<file path="config.mk">
export PLATFORM = sky130hd
export DESIGN_NAME = control_request_processor_unit
export DESIGN_NICKNAME = d
export VERILOG_FILES = /design/src/design/crp_pkg.sv /design/src/design/control_request_processor_unit.sv /design/src/design/crp_cmp.sv
export SDC_FILE = /design/constraint.sdc
export NUM_CORES = 1
export LEC_CHECK = 0
export BUFFER_PORTS_ARGS = -buffer_cell sky130_fd_sc_hd__buf_2
export CAP_MARGIN = 25
export CELL_PAD_IN_SITES_DETAIL_PLACEMENT = 1
export CELL_PAD_IN_SITES_GLOBAL_PLACEMENT = 2
export CORE_ASPECT_RATIO = 0.7
export CORE_MARGIN = 2
export CORE_UTILIZATION = 43
export DETAILED_ROUTE_END_ITERATION = 16
export PLACE_DENSITY_LB_ADDON = 0.1
export SYNTH_ARGS = -nofsm -noshare
export SYNTH_HDL_FRONTEND = slang
export SYNTH_SLANG_ARGS = --single-unit
</file>
<file path="constraint.sdc">
create_clock -name clk -period 4.3 [get_ports clk]
set_input_delay 1.075 -clock clk [delete_from_list [all_inputs] [get_ports clk]]
set_output_delay 1.075 -clock clk [all_outputs]
set_load 0.01 [all_outputs]
</file>
<file path="src/design/crp_pkg.sv">
// ----------------------------------------------------------------------------
// crp_pkg
// shared types and constants of the control request processor: sizes,
// request header layout, opcodes, result codes and sequencer encodings
// ----------------------------------------------------------------------------
package crp_pkg;

	// buffer and echo sizes
	localparam int MAX_REQUEST = 32;
	localparam int MAX_ECHO    = 16;
	localparam int ADDR_W      = $clog2(MAX_REQUEST);
	localparam int CNT_W       = $clog2(MAX_REQUEST + 1);
	localparam int BASE_LEN    = 10;
	localparam int IDX_W       = $clog2(BASE_LEN + MAX_ECHO + 1);
	localparam int HDR_LEN     = 8;
	localparam int CMP_W       = 16;

	// request header layout, byte positions
	localparam int HP_VERSION = 0;
	localparam int HP_OPCODE  = 1;
	localparam int HP_ID      = 2;
	localparam int HP_LEN     = 4;
	localparam int HP_RSV     = 6;
	localparam int HP_ARG     = 8;
	localparam int HP_RATE    = 10;
	localparam int HP_TAIL    = 14;

	// response payload layout, byte positions
	localparam int RP_ID_LO  = 0;
	localparam int RP_ID_HI  = 1;
	localparam int RP_OPCODE = 2;
	localparam int RP_RESULT = 3;
	localparam int RP_MASK   = 4;
	localparam int RP_RATE   = 6;

	localparam logic [7:0] VERSION_ONE = 8'h01;

	// opcodes
	localparam logic [7:0] OP_SET_STREAMS = 8'h01;
	localparam logic [7:0] OP_SET_SUBJECT = 8'h02;
	localparam logic [7:0] OP_SNAPSHOT    = 8'h03;
	localparam logic [7:0] OP_PING        = 8'h04;

	// argument limits
	localparam logic [7:0]  RATE_MIN    = 8'd1;
	localparam logic [7:0]  RATE_MAX    = 8'd10;
	localparam logic [15:0] SUBJECT_ALL = 16'hFFFF;
	localparam int          STREAMS_LEN = 8;
	localparam int          ARG16_LEN   = 2;

	// result codes
	localparam logic [1:0] RES_OK     = 2'd0;
	localparam logic [1:0] RES_UNSUP  = 2'd1;
	localparam logic [1:0] RES_INVAL  = 2'd2;
	localparam logic [1:0] RES_BUSY   = 2'd3;

	// reject codes
	localparam logic REJ_HEADER   = 1'b0;
	localparam logic REJ_OVERFLOW = 1'b1;

	// reset values of kept settings
	localparam logic [1:0] MASK_RESET = 2'd3;
	localparam logic [3:0] RATE_RESET = 4'd2;

	typedef enum logic [1:0] {
		ST_RECV,
		ST_CHECK,
		ST_EMIT
	} crp_state_t;

	typedef enum logic [3:0] {
		CK_SHORT,
		CK_VER,
		CK_RSV,
		CK_LEN,
		CK_PLEN,
		CK_TAIL,
		CK_RATE_LO,
		CK_RATE_HI,
		CK_MASK
	} chk_step_t;

	typedef enum logic {
		CMP_EQ,
		CMP_LT
	} cmp_op_t;

	typedef struct packed {
		cmp_op_t            op;
		logic [CMP_W-1:0]   a;
		logic [CMP_W-1:0]   b;
	} cmp_req_t;

endpackage

</file>
<file path="src/design/control_request_processor_unit.sv">
// ----------------------------------------------------------------------------
// control_request_processor_unit
// buffers a control request, checks its header, runs its opcode and
// streams out a reject word or a response payload
// ----------------------------------------------------------------------------
// Request bytes are taken one word per cycle while the unit is receiving.
// After the word marked last the input stalls: an overflowed request goes
// straight to a single reject word; otherwise a sequencer walks the header
// and opcode checks through one shared compare unit, one check per cycle.
// The response then leaves through an output register: the ten fixed
// payload bytes one per cycle while the output is not stalled, echo bytes
// only once the registered read of each one from the request memory has
// completed. The input opens again once the final word sits in the output
// register, so the next request can arrive while that word waits to be
// taken. The kept stream mask and vitals rate are updated before the
// payload that reports them.
// ----------------------------------------------------------------------------
module control_request_processor_unit
	import crp_pkg::*;
(
	input  logic       clk,
	input  logic       arst_n,
	// request side
	input  logic       in_valid,
	output logic       in_stall,
	input  logic [7:0] req_byte,
	input  logic       req_last,
	input  logic       resp_busy,
	// result side
	output logic       out_valid,
	input  logic       out_stall,
	output logic       out_kind,
	output logic [7:0] resp_byte,
	output logic       reject_code,
	output logic       snap_status,
	output logic       snap_vitals,
	output logic       out_last
);

	// request memory, echo bytes are read back from here
	logic [7:0] mem [MAX_REQUEST];
	logic [7:0] mem_rd_q;
	logic [ADDR_W-1:0] rd_addr;

	// receive bookkeeping
	logic [CNT_W-1:0] byte_count_q;
	logic             overflowed_q;
	logic             in_fire;
	logic             store_ok;
	logic             ovf_now;

	// header and argument fields captured as they stream in
	logic [7:0]  ver_q;
	logic [7:0]  opcode_q;
	logic [15:0] id_q;
	logic [15:0] hdrlen_q;
	logic [15:0] rsv_q;
	logic [15:0] arg_q;
	logic [7:0]  rate_arg_q;
	logic [15:0] tail_q;

	// per-request state
	logic [CNT_W-1:0] len_q;
	logic             busy_q;
	logic             rej_q;
	logic             rej_code_q;
	logic [1:0]       result_q;
	logic             ss_q;
	logic             sv_q;
	logic [IDX_W-1:0] last_idx_q;
	logic [IDX_W-1:0] idx_q;
	logic             rd_ok_q;

	// kept settings
	logic [1:0] mask_q;
	logic [3:0] rate_q;

	// sequencer
	crp_state_t state_q, state_d;
	chk_step_t  step_q, step_d;
	cmp_req_t   cmp_req;
	logic       cmp_hit;
	logic       go_reject;
	logic       res_set;
	logic [1:0] res_val;
	logic       upd_streams;
	logic       snap_set;
	logic       echo_set;

	logic [CNT_W-1:0]  plen;
	logic [CMP_W-1:0]  plen_w;

	// output register
	logic       out_valid_q;
	logic       out_kind_q;
	logic [7:0] resp_byte_q;
	logic       reject_code_q;
	logic       snap_status_q;
	logic       snap_vitals_q;
	logic       out_last_q;
	logic       load;
	logic       item_last;
	logic [7:0] item_byte;

	assign in_stall = (state_q != ST_RECV);
	assign in_fire  = in_valid && !in_stall;
	assign store_ok = (byte_count_q < CNT_W'(MAX_REQUEST));
	assign ovf_now  = overflowed_q || !store_ok;

	assign plen   = len_q - CNT_W'(HDR_LEN);
	assign plen_w = CMP_W'(plen);

	// echo byte k of the payload sits at request byte 8 + k
	assign rd_addr = ADDR_W'(idx_q - IDX_W'(BASE_LEN - HP_ARG));

	// memory write and registered read
	always_ff @(posedge clk) begin
		if (in_fire && store_ok) begin
			mem[byte_count_q[ADDR_W-1:0]] <= req_byte;
		end
		mem_rd_q <= mem[rd_addr];
	end

	// capture of fixed-position header and argument bytes
	always_ff @(posedge clk) begin
		if (in_fire && store_ok) begin
			if (byte_count_q == CNT_W'(HP_VERSION))  ver_q           <= req_byte;
			if (byte_count_q == CNT_W'(HP_OPCODE))   opcode_q        <= req_byte;
			if (byte_count_q == CNT_W'(HP_ID))       id_q[7:0]       <= req_byte;
			if (byte_count_q == CNT_W'(HP_ID + 1))   id_q[15:8]      <= req_byte;
			if (byte_count_q == CNT_W'(HP_LEN))      hdrlen_q[7:0]   <= req_byte;
			if (byte_count_q == CNT_W'(HP_LEN + 1))  hdrlen_q[15:8]  <= req_byte;
			if (byte_count_q == CNT_W'(HP_RSV))      rsv_q[7:0]      <= req_byte;
			if (byte_count_q == CNT_W'(HP_RSV + 1))  rsv_q[15:8]     <= req_byte;
			if (byte_count_q == CNT_W'(HP_ARG))      arg_q[7:0]      <= req_byte;
			if (byte_count_q == CNT_W'(HP_ARG + 1))  arg_q[15:8]     <= req_byte;
			if (byte_count_q == CNT_W'(HP_RATE))     rate_arg_q      <= req_byte;
			if (byte_count_q == CNT_W'(HP_TAIL))     tail_q[7:0]     <= req_byte;
			if (byte_count_q == CNT_W'(HP_TAIL + 1)) tail_q[15:8]    <= req_byte;
		end
	end

	// shared compare unit
	crp_cmp u_cmp (
		.req (cmp_req),
		.hit (cmp_hit)
	);

	// next state and check sequencing
	always_comb begin
		state_d     = state_q;
		step_d      = step_q;
		go_reject   = 1'b0;
		res_set     = 1'b0;
		res_val     = RES_OK;
		upd_streams = 1'b0;
		snap_set    = 1'b0;
		echo_set    = 1'b0;
		cmp_req     = '{op: CMP_EQ, a: '0, b: '0};
		unique case (state_q)
			ST_RECV: begin
				if (in_fire && req_last) begin
					state_d = ovf_now ? ST_EMIT : ST_CHECK;
					step_d  = CK_SHORT;
				end
			end
			ST_CHECK: begin
				unique case (step_q)
					// header checks, any miss rejects the request
					CK_SHORT: begin
						cmp_req = '{op: CMP_LT, a: CMP_W'(len_q), b: CMP_W'(HDR_LEN)};
						if (cmp_hit) begin
							go_reject = 1'b1;
							state_d   = ST_EMIT;
						end else begin
							step_d = CK_VER;
						end
					end
					CK_VER: begin
						cmp_req = '{op: CMP_EQ, a: CMP_W'(ver_q), b: CMP_W'(VERSION_ONE)};
						if (!cmp_hit) begin
							go_reject = 1'b1;
							state_d   = ST_EMIT;
						end else begin
							step_d = CK_RSV;
						end
					end
					CK_RSV: begin
						cmp_req = '{op: CMP_EQ, a: rsv_q, b: '0};
						if (!cmp_hit) begin
							go_reject = 1'b1;
							state_d   = ST_EMIT;
						end else begin
							step_d = CK_LEN;
						end
					end
					CK_LEN: begin
						cmp_req = '{op: CMP_EQ, a: hdrlen_q, b: plen_w};
						if (!cmp_hit) begin
							go_reject = 1'b1;
							state_d   = ST_EMIT;
						end else if (busy_q) begin
							res_set = 1'b1;
							res_val = RES_BUSY;
							state_d = ST_EMIT;
						end else begin
							unique case (opcode_q)
								OP_SET_STREAMS, OP_SET_SUBJECT, OP_SNAPSHOT, OP_PING: begin
									step_d = CK_PLEN;
								end
								default: begin
									res_set = 1'b1;
									res_val = RES_UNSUP;
									state_d = ST_EMIT;
								end
							endcase
						end
					end
					// payload length per opcode
					CK_PLEN: begin
						if (opcode_q == OP_PING) begin
							cmp_req = '{op: CMP_LT, a: CMP_W'(MAX_ECHO), b: plen_w};
							if (cmp_hit) begin
								res_set = 1'b1;
								res_val = RES_INVAL;
							end else begin
								echo_set = 1'b1;
							end
							state_d = ST_EMIT;
						end else if (opcode_q == OP_SET_STREAMS) begin
							cmp_req = '{op: CMP_EQ, a: plen_w, b: CMP_W'(STREAMS_LEN)};
							if (!cmp_hit) begin
								res_set = 1'b1;
								res_val = RES_INVAL;
								state_d = ST_EMIT;
							end else begin
								step_d = CK_TAIL;
							end
						end else begin
							cmp_req = '{op: CMP_EQ, a: plen_w, b: CMP_W'(ARG16_LEN)};
							if (!cmp_hit) begin
								res_set = 1'b1;
								res_val = RES_INVAL;
								state_d = ST_EMIT;
							end else begin
								step_d = CK_MASK;
							end
						end
					end
					// set streams argument checks
					CK_TAIL: begin
						cmp_req = '{op: CMP_EQ, a: tail_q, b: '0};
						if (!cmp_hit) begin
							res_set = 1'b1;
							res_val = RES_INVAL;
							state_d = ST_EMIT;
						end else begin
							step_d = CK_RATE_LO;
						end
					end
					CK_RATE_LO: begin
						cmp_req = '{op: CMP_LT, a: CMP_W'(rate_arg_q), b: CMP_W'(RATE_MIN)};
						if (cmp_hit) begin
							res_set = 1'b1;
							res_val = RES_INVAL;
							state_d = ST_EMIT;
						end else begin
							step_d = CK_RATE_HI;
						end
					end
					CK_RATE_HI: begin
						cmp_req = '{op: CMP_LT, a: CMP_W'(RATE_MAX), b: CMP_W'(rate_arg_q)};
						if (cmp_hit) begin
							res_set = 1'b1;
							res_val = RES_INVAL;
							state_d = ST_EMIT;
						end else begin
							upd_streams = 1'b1;
							step_d      = CK_MASK;
						end
					end
					// argument word: subject must be all ones, masks only two bits
					CK_MASK: begin
						if (opcode_q == OP_SET_SUBJECT) begin
							cmp_req = '{op: CMP_EQ, a: arg_q, b: SUBJECT_ALL};
						end else begin
							cmp_req = '{op: CMP_EQ, a: {arg_q[15:2], 2'b00}, b: '0};
						end
						if (!cmp_hit) begin
							res_set = 1'b1;
							res_val = RES_UNSUP;
						end
						snap_set = (opcode_q == OP_SNAPSHOT);
						state_d  = ST_EMIT;
					end
					default: begin
						go_reject = 1'b1;
						state_d   = ST_EMIT;
					end
				endcase
			end
			ST_EMIT: begin
				if (load && item_last) begin
					state_d = ST_RECV;
				end
			end
			default: begin
				state_d = ST_RECV;
			end
		endcase
	end

	// state and step registers
	always_ff @(posedge clk or negedge arst_n) begin
		if (!arst_n) begin
			state_q <= ST_RECV;
			step_q  <= CK_SHORT;
		end else begin
			state_q <= state_d;
			step_q  <= step_d;
		end
	end

	// receive counters
	always_ff @(posedge clk or negedge arst_n) begin
		if (!arst_n) begin
			byte_count_q <= '0;
			overflowed_q <= 1'b0;
		end else if (in_fire) begin
			if (req_last) begin
				byte_count_q <= '0;
				overflowed_q <= 1'b0;
			end else if (store_ok) begin
				byte_count_q <= byte_count_q + CNT_W'(1);
			end else begin
				overflowed_q <= 1'b1;
			end
		end
	end

	// per-request decision registers
	always_ff @(posedge clk or negedge arst_n) begin
		if (!arst_n) begin
			len_q      <= '0;
			busy_q     <= 1'b0;
			rej_q      <= 1'b0;
			rej_code_q <= REJ_HEADER;
			result_q   <= RES_OK;
			ss_q       <= 1'b0;
			sv_q       <= 1'b0;
			last_idx_q <= IDX_W'(BASE_LEN - 1);
		end else if (in_fire && req_last) begin
			len_q      <= store_ok ? byte_count_q + CNT_W'(1) : byte_count_q;
			busy_q     <= resp_busy;
			rej_q      <= ovf_now;
			rej_code_q <= ovf_now ? REJ_OVERFLOW : REJ_HEADER;
			result_q   <= RES_OK;
			ss_q       <= 1'b0;
			sv_q       <= 1'b0;
			last_idx_q <= IDX_W'(BASE_LEN - 1);
		end else if (state_q == ST_CHECK) begin
			if (go_reject) begin
				rej_q      <= 1'b1;
				rej_code_q <= REJ_HEADER;
			end
			if (res_set) begin
				result_q <= res_val;
			end
			if (snap_set) begin
				ss_q <= arg_q[0];
				sv_q <= arg_q[1];
			end
			if (echo_set) begin
				last_idx_q <= IDX_W'(BASE_LEN - 1) + IDX_W'(plen);
			end
		end
	end

	// kept stream mask and vitals rate
	always_ff @(posedge clk or negedge arst_n) begin
		if (!arst_n) begin
			mask_q <= MASK_RESET;
			rate_q <= RATE_RESET;
		end else if (state_q == ST_CHECK && upd_streams) begin
			mask_q <= arg_q[1:0];
			rate_q <= rate_arg_q[3:0];
		end
	end

	// response byte selection
	always_comb begin
		unique case (idx_q)
			IDX_W'(RP_ID_LO):  item_byte = id_q[7:0];
			IDX_W'(RP_ID_HI):  item_byte = id_q[15:8];
			IDX_W'(RP_OPCODE): item_byte = opcode_q;
			IDX_W'(RP_RESULT): item_byte = {6'b0, result_q};
			IDX_W'(RP_MASK):   item_byte = {6'b0, mask_q};
			IDX_W'(RP_RATE):   item_byte = {4'b0, rate_q};
			default: begin
				item_byte = (idx_q < IDX_W'(BASE_LEN)) ? 8'h00 : mem_rd_q;
			end
		endcase
	end

	// echo bytes wait for the registered memory read of the current index
	assign item_last = rej_q || (idx_q == last_idx_q);
	assign load      = (state_q == ST_EMIT) && (!out_valid_q || !out_stall) &&
	                   (rej_q || idx_q < IDX_W'(BASE_LEN) || rd_ok_q);

	always_ff @(posedge clk or negedge arst_n) begin
		if (!arst_n) begin
			idx_q   <= '0;
			rd_ok_q <= 1'b0;
		end else begin
			rd_ok_q <= !load;
			if (state_q != ST_EMIT) begin
				idx_q <= '0;
			end else if (load) begin
				idx_q <= idx_q + IDX_W'(1);
			end
		end
	end

	// output register
	always_ff @(posedge clk or negedge arst_n) begin
		if (!arst_n) begin
			out_valid_q <= 1'b0;
		end else if (load) begin
			out_valid_q <= 1'b1;
		end else if (!out_stall) begin
			out_valid_q <= 1'b0;
		end
	end

	always_ff @(posedge clk) begin
		if (load) begin
			out_kind_q    <= rej_q;
			resp_byte_q   <= rej_q ? 8'h00 : item_byte;
			reject_code_q <= rej_q ? rej_code_q : 1'b0;
			snap_status_q <= !rej_q && item_last && ss_q;
			snap_vitals_q <= !rej_q && item_last && sv_q;
			out_last_q    <= item_last;
		end
	end

	assign out_valid   = out_valid_q;
	assign out_kind    = out_kind_q;
	assign resp_byte   = resp_byte_q;
	assign reject_code = reject_code_q;
	assign snap_status = snap_status_q;
	assign snap_vitals = snap_vitals_q;
	assign out_last    = out_last_q;

	// a reject is always a single word
	assert property (@(posedge clk) disable iff (!arst_n)
		out_valid_q && out_kind_q |-> out_last_q)
		else $error("reject word not marked last");

	// snapshot flags only ride on the final payload word
	assert property (@(posedge clk) disable iff (!arst_n)
		out_valid_q && (snap_status_q || snap_vitals_q) |-> out_last_q && !out_kind_q)
		else $error("snapshot flag on a non-final or reject word");

	// kept vitals rate stays within its legal range
	assert property (@(posedge clk) disable iff (!arst_n)
		rate_q >= RATE_MIN[3:0] && rate_q <= RATE_MAX[3:0])
		else $error("vitals rate out of range");

	// once the final word is loaded the unit is receiving again
	assert property (@(posedge clk) disable iff (!arst_n)
		load && item_last |=> state_q == ST_RECV)
		else $error("sequencer did not return to receive");

endmodule

</file>
<file path="src/design/crp_cmp.sv">
// ----------------------------------------------------------------------------
// crp_cmp
// shared 16-bit compare unit: equality or unsigned less-than of two operands
// ----------------------------------------------------------------------------
module crp_cmp
	import crp_pkg::*;
(
	input  cmp_req_t req,
	output logic     hit
);

	always_comb begin
		unique case (req.op)
			CMP_EQ: hit = (req.a == req.b);
			CMP_LT: hit = (req.a < req.b);
			default: hit = 1'b0;
		endcase
	end

endmodule
</file>
==> results.toml, run 1 <==
[grt]
overflow = 0
grt_pass1_wl_um = 70700
busiest_layer = "met1"
antenna_found_initial = 1
gr-usage-met2_pct = 31.38
use_met1_pct = 36.18
met3_usage_pct = 4.230
track_usage_pct = 22.36
grt_pass1_vias = 10359
grt_start_max_net_pins = 72

[sta]
finalClockSkew_ps = 16.73
fin_crit_ps = 4109
drv_slew = 0
maxSlewHeadroom_pct = 34.08
fin_ws_ps = 191.5
finalCritPeriodShare_pct = 95.55
tightestPinTransition_ps = 988.8
setup_viol = 0
hold_viol = 0
rsz0062_at_grt = "true"
timing.fmax_ghz = 0.2434
setup_tns_ps = 0

[synth]
synth-edff-count = 373
syn_nets = 1114
synth_warnings = 0
yosys-top-cells-area = "edfxtp_1 (63%), mux4_2 (10%), dfrtp_1 (5.5%)"
ys_ff_latch = 425
syn_inst = 1071
synthArstFlopShare_pct = 10.35
avgSynthCellArea_um2 = 16.61
synth_top_area_share_pct = 62.98
synth.top_cells.by_count = "edfxtp_1 (373), nor2_1 (91), mux4_2 (80), nand2_1 (80), clkbuf_1 (46)"
netlist_area_mm2 = 0.01778
synth_cell_types = 75
yosysSeqAreaShare_pct = 70.11
yosysMostFrequentCell = "edfxtp_1"
synthFlopType = "edfxtp_1"
yosys.area.top_type = "edfxtp_1"

[floorplan]
ios = 29
die_x_um = 247.1
rows = 62
core_area_mm2 = 0.04088
start_util_pct = 43.50
die_h_um = 174.2
die-area_mm2 = 0.04303

[clock_tree]
cts_tree = "yes"
cts_buffers = 43
cts_sinks = 425
clock_path_buffers = 3
htreeDepth = 2
insertion_delay_ps = 560
root_buffer = "clkbuf_16"
cts.clk_slew.worst_paths_ps = 60

[placement]
numPortBuffers = 28
gp_congestion = 0.8855
postPlaceCellArea_mm2 = 0.01898
hpwl_um = 30980
dp_slack_ps = 36.95

[routing]
drc = 0
ant_nets = 0
drtIter0Drc = 959
viasPerCell = 5.785
drt_first_pass_iters = 5
vias = 10049
wl_per_cell_um = 26.79
wl_um = 46540

[critical_path]
crit_type = "reg2reg"
cp.arrival_ps = 4540
end_kind = "register"
start_kind = "register"
crit_path_max_fanout = 10
cp.required_ps = 4730

[cells_and_area]
final_cell_area_mm2 = 0.02042
drive_above_1_share_pct = 25.31
syn2layout_area_growth_pct = 14.80
fillers = 3863
fin_nets = 1206
multi_input_area_mm2 = 0.005064
final_util_pct = 49.94
diodes = 0
ff_latch_area_mm2 = 0.01247

[worst_hold_path]
hold_path.class = "in2async"

[outcome]
status = "finished, final reports clean"

[power]
max-vdd-ir-drop_mv = 0.3947
cellPowerDensity_mw_per_mm2 = 555.8
p_total_w = 0.01135
leakagePower_nw = 6.891

[flow_run]
maxCapViolations = 0
-- power by group --
group	internal, W	switching, W
clock network	0.00211	0.00160
logic	0.00113	0.00147
registers	0.00476	0.000276
total	0.00799	0.00335
-- flip-flops by register name, indices dropped and copies added (netlist names), 2 cells and up --
signal	cells
mem	256
arg_q	16
hdrlen_q	16
id_q	16
rsv_q	16
tail_q	16
mem_rd_q	8
opcode_q	8
rate_arg_q	8
resp_byte	8
ver_q	8
byte_count_q	6
len_q	6
idx_q	5
last_idx_q	5
rate_q	4
step_q	4
mask_q	2
result_q	2
state_q	2
-- worst max-delay path, cell delays in order (launching register included) --
cell and delay (ps):
dfrtp_1 500, buf_4 220, nor2b_1 370, a221oi_1 160, a311oi_1 450, a21oi_1 80, a21oi_1 180, ha_1 180
nor2b_2 150, o211ai_2 100, a2111oi_4 320, nor3_2 140, mux2_4 310, or4_4 510, mux2_4 320
-- metal layers --
layer  up-vias  wire [um]
li1       4435          -
met1      5302      23320
met2       256      19870
met3        54       2657
met4         2        673
met5         -         13
-- final timing paths --
kind | end | slack [ps] | startpoint | depth (start not counted)
min reg2reg | out_valid | 500 | out_valid | 2
max reg2reg | rate_q[3] | 190 | step_q[0] | 14
max in group asynchronous | rate_q[1] | 3130 | arst_n | 2
min | idx_q[2] | 400 | arst_n | 1
min in group clk | out_valid | 500 | out_valid | 2
max | rate_q[3] | 190 | step_q[0] | 14
-- placed cells by master (no fill, tap or decap), types with 4 or more instances in the layout --
| master | n |
|---|---|
| nand2_1 | 80 |
| xnor2_1 | 7 |
| nand4_1 | 8 |
| and2_1 | 10 |
| o21ai_0 | 24 |
| mux2_2 | 15 |
| nor4_1 | 5 |
| a21oi_1 | 44 |
| mux4_2 | 80 |
| xor2_1 | 12 |
| clkinv_2 | 7 |
| mux2_4 | 7 |
| nor2_1 | 88 |
| a22oi_1 | 10 |
| clkinv_1 | 7 |
| nor2b_1 | 4 |
| dfxtp_1 | 8 |
| ha_1 | 29 |
| clkbuf_16 | 44 |
| and3_1 | 7 |
| a31oi_1 | 6 |
| o211ai_1 | 5 |
| nand3_1 | 14 |
| dfstp_2 | 5 |
| nor3_1 | 10 |
| a22o_1 | 7 |
| inv_1 | 14 |
| a222oi_1 | 18 |
| buf_2 | 28 |
| dfrtp_1 | 37 |
| clkbuf_1 | 7 |
| edfxtp_1 | 373 |
| buf_4 | 75 |
| a221oi_1 | 6 |
| a221o_1 | 4 |
| mux2i_1 | 9 |
-- layout make-up --
class                      instances  area share, %
clock inverter                    21         0.9989
sequential                       425          61.09
clock buffer                      54          5.724
tap                              544          3.334
multi-input combinational        570          24.80
inverter                          16         0.2942
timing repair buffer             107          3.757
-- repair_timing --
action,CTS,global route
setup endpoints to repair,0,14
resized for setup,0,8
hold buffers,0,0
setup buffers,0,1
-- cell families (layout without fill, tap and decap cells) --
logic type | Yosys count | after routing | synth area share, %
compound gates | 152 | 152 | 6.079
xor+xnor | 20 | 20 | 0.9850
fa+ha+maj | 29 | 29 | 2.040
buf+inv | 76 | 198 | 1.695
flops | 425 | 425 | 70.11
mux | 111 | 111 | 12.18
simple gates | 258 | 258 | 6.916
-- stage by stage --
stage,std cells,hold WS (ps)
after floorplan,1071,463.7
after global placement,1658,477.0
after detailed placement,1660,499.7
after CTS,1735,396.6
after global routing,1737,401.1
final,1737,399.9
(Power assumes the default switching activity.)
==> inputs of run 2 (changes only) <==
--- a/config.mk
+++ b/config.mk
@@ -11,7 +11,7 @@
 export CELL_PAD_IN_SITES_GLOBAL_PLACEMENT = 2
 export CORE_ASPECT_RATIO = 0.7
 export CORE_MARGIN = 2
-export CORE_UTILIZATION = 43
+export CORE_UTILIZATION = 40
 export DETAILED_ROUTE_END_ITERATION = 16
 export PLACE_DENSITY_LB_ADDON = 0.1
 export SYNTH_ARGS = -nofsm -noshare
==> constraint.sdc (replaced) <==
create_clock -name clk -period 3.5 [get_ports clk]
set_input_delay 0.875 -clock clk [delete_from_list [all_inputs] [get_ports clk]]
set_output_delay 0.875 -clock clk [all_outputs]
set_load 0.1 [all_outputs]
==> run 2 against run 1 <==
  * First-iteration DRC count decreased by 3.0%
  * Power increased by 34%
  * Clock power is 27% higher
  * Worst setup slack worse by 560 ps
  * Clock-buffer cell count rose by 6
  * The flow now finishes with violations (setup timing)
  * Register-to-register slack worse by 560 ps
==> results.toml, run 2 (synthesized netlist as in run 1, its figures left out) <==
[outcome]
status = "finished, violations left"
violations = "setup timing"

[cells_and_area]
instances_no_fill = 1894
syn2layout_area_growth_pct = 22.21
layout_common_cells = "edfxtp_1 (373), buf_4 (159), nor2_1 (88)"
drive_above_1_share_pct = 34.69
diodes = 0
fillers = 4223
largest_reg_flops = 256
mostFrequentLayoutCell = "edfxtp_1"
fin_nets = 1307

[placement]
numPortBuffers = 28
place_inst = 1788
gp_congestion = 0.9063
hpwl_um = 32450

[power]
p_sw_share_pct = 31.27
seqPwrFrac_pct = 40.1
leakagePower_nw = 7.503
p_switching_w = 0.004764
cellPowerDensity_mw_per_mm2 = 700.8
combPwrFrac_pct = 28.8
intPower_w = 0.01047
p_clk_share_pct = 31.1
max-vdd-ir-drop_mv = 0.3755

[sta]
hold_viol = 0
setup_viol = 21
finalCritPeriodShare_pct = 110.6
tightestPinTransition_ps = 997.1
holdWs_ps = 364.2
drv_slew = 0
fin_ws_ps = -369.7
rsz0062_at_grt = "true"
finalClockSkew_ps = 23.72
maxSlewHeadroom_pct = 33.53
timing.fmax_ghz = 0.2584
fin_crit_ps = 3870
setup_tns_ps = -5235

[routing]
wl_um = 49020
ant_nets = 0
drt_first_pass_iters = 6
wl_per_cell_um = 25.88
viasPerCell = 5.469
drc = 0
vias = 10359
drtIter0Drc = 930

[floorplan]
die_x_um = 256.0
die_h_um = 180.4
core_area_mm2 = 0.04380
start_util_pct = 40.60
rows = 64
ios = 29
die-area_mm2 = 0.04619

[critical_path]
cp_cell_sequence = "buf_12, or3_4, nor2_4, buf_6, nand4_1, buf_6, ha_4, nand4_4, a2111oi_4, nor3_4, mux2_4, or4_4, mux2_4"
end_kind = "register"
r2r_start = "step_q[2]"
reg2reg_to = "rate_q[0]"
start_kind = "register"
crit_path_max_fanout = 8
r2r_slack_ps = -370
cpMaxStageDelayCell = "or4_4"
cp.required_ps = 3940
slowest_delay_ps = 500
crit_type = "reg2reg"
ff2ff_path_depth = 13
cp.arrival_ps = 4310
cp-startpoint = "step_q[2]"

[clock_tree]
insertion_delay_ps = 580
cts_sinks = 425
cts_buffers = 45
clock_path_buffers = 3
root_buffer = "clkbuf_16"
cts_tree = "yes"
htreeDepth = 2
cts.clk_slew.worst_paths_ps = 70

[grt]
grt_start_max_net_pins = 66
overflow = 0
track_usage_pct = 21.54
grt_pass1_vias = 10837
grt_pass1_wl_um = 73510
antenna_found_initial = 4

[worst_hold_path]
hold_path.class = "in2async"

[flow_run]
maxCapViolations = 0
run 2: changes by cell type in the layout (fill, tap and decap cells not counted), sizes merged:
cell	before	now
buf	107	206
clkbuf	54	60
clkinv	17	16
clkinvlp	0	2
inv	17	18
run 2: metrics by stage:
step	setup WS (ps)	power, W	area (um2)	utilization (%)
floorplan	-283.4	0.008638	17880	-
global placement	-512.9	0.01029	19730	45.03
detailed placement	-597.8	0.01033	19730	45.03
CTS	-345.0	0.01526	21490	49.05
global route	-504.1	0.01589	21730	49.62
finish	-369.7	0.01523	21730	49.62
run 2: layout make-up:
type	count	area [um2]	area share [%]
well taps	594	743.2	3.419
inverters	16	60.06	0.2763
multi-input cells	570	5373	24.72
repair buffers	206	1630	7.501
clock buffers	60	1224	5.630
flip-flops and latches	425	12470	57.39
clock inverters	23	231.5	1.065
run 2: worst max-delay path by stage:
stage / to / slack, ps
final: rate_q[0] / -370
after global routing: rate_q[0] / -500
after CTS: rate_q[3] / -340
after detailed placement: step_q[2] / -600
after global placement: rate_q[0] / -510
after floorplan: rate_q[0] / -280
run 2: worst max-delay path: cells and delay by family, from the launching register on:
kind,cells,cell delay (ps)
compound gates,1,410
buf+inv,3,500
simple gates,6,1520
mux,2,600
flops,1,410
fa+ha+maj,1,300
run 2: power by group through the flow:
stage,logic [W],registers [W],clock network (W)
floorplan,0.00225,0.00639,0
global placement,0.00408,0.00621,0
detailed placement,0.00411,0.00622,0
CTS,0.00429,0.00612,0.00486
global route,0.00471,0.00616,0.00503
finish,0.00439,0.00611,0.00473
run 2: layer usage:
metal | vias to the layer above | track usage [%] | part of all wire [%]
li1 | 4646 | - | -
met1 | 5374 | 34.14 | 50
met2 | 283 | 31.14 | 43
met3 | 56 | 3.924 | 6.0
met4 | 0 | 3.883 | 1.3
met5 | - | 0 | 0
run 2: timing repair:
action / CTS / global route
hold buffers: 0 / 0
setup endpoints to repair: 21 / 21
gates resized for setup: 35 / 33
setup buffers: 12 / 10
pin swaps: 8 / 14
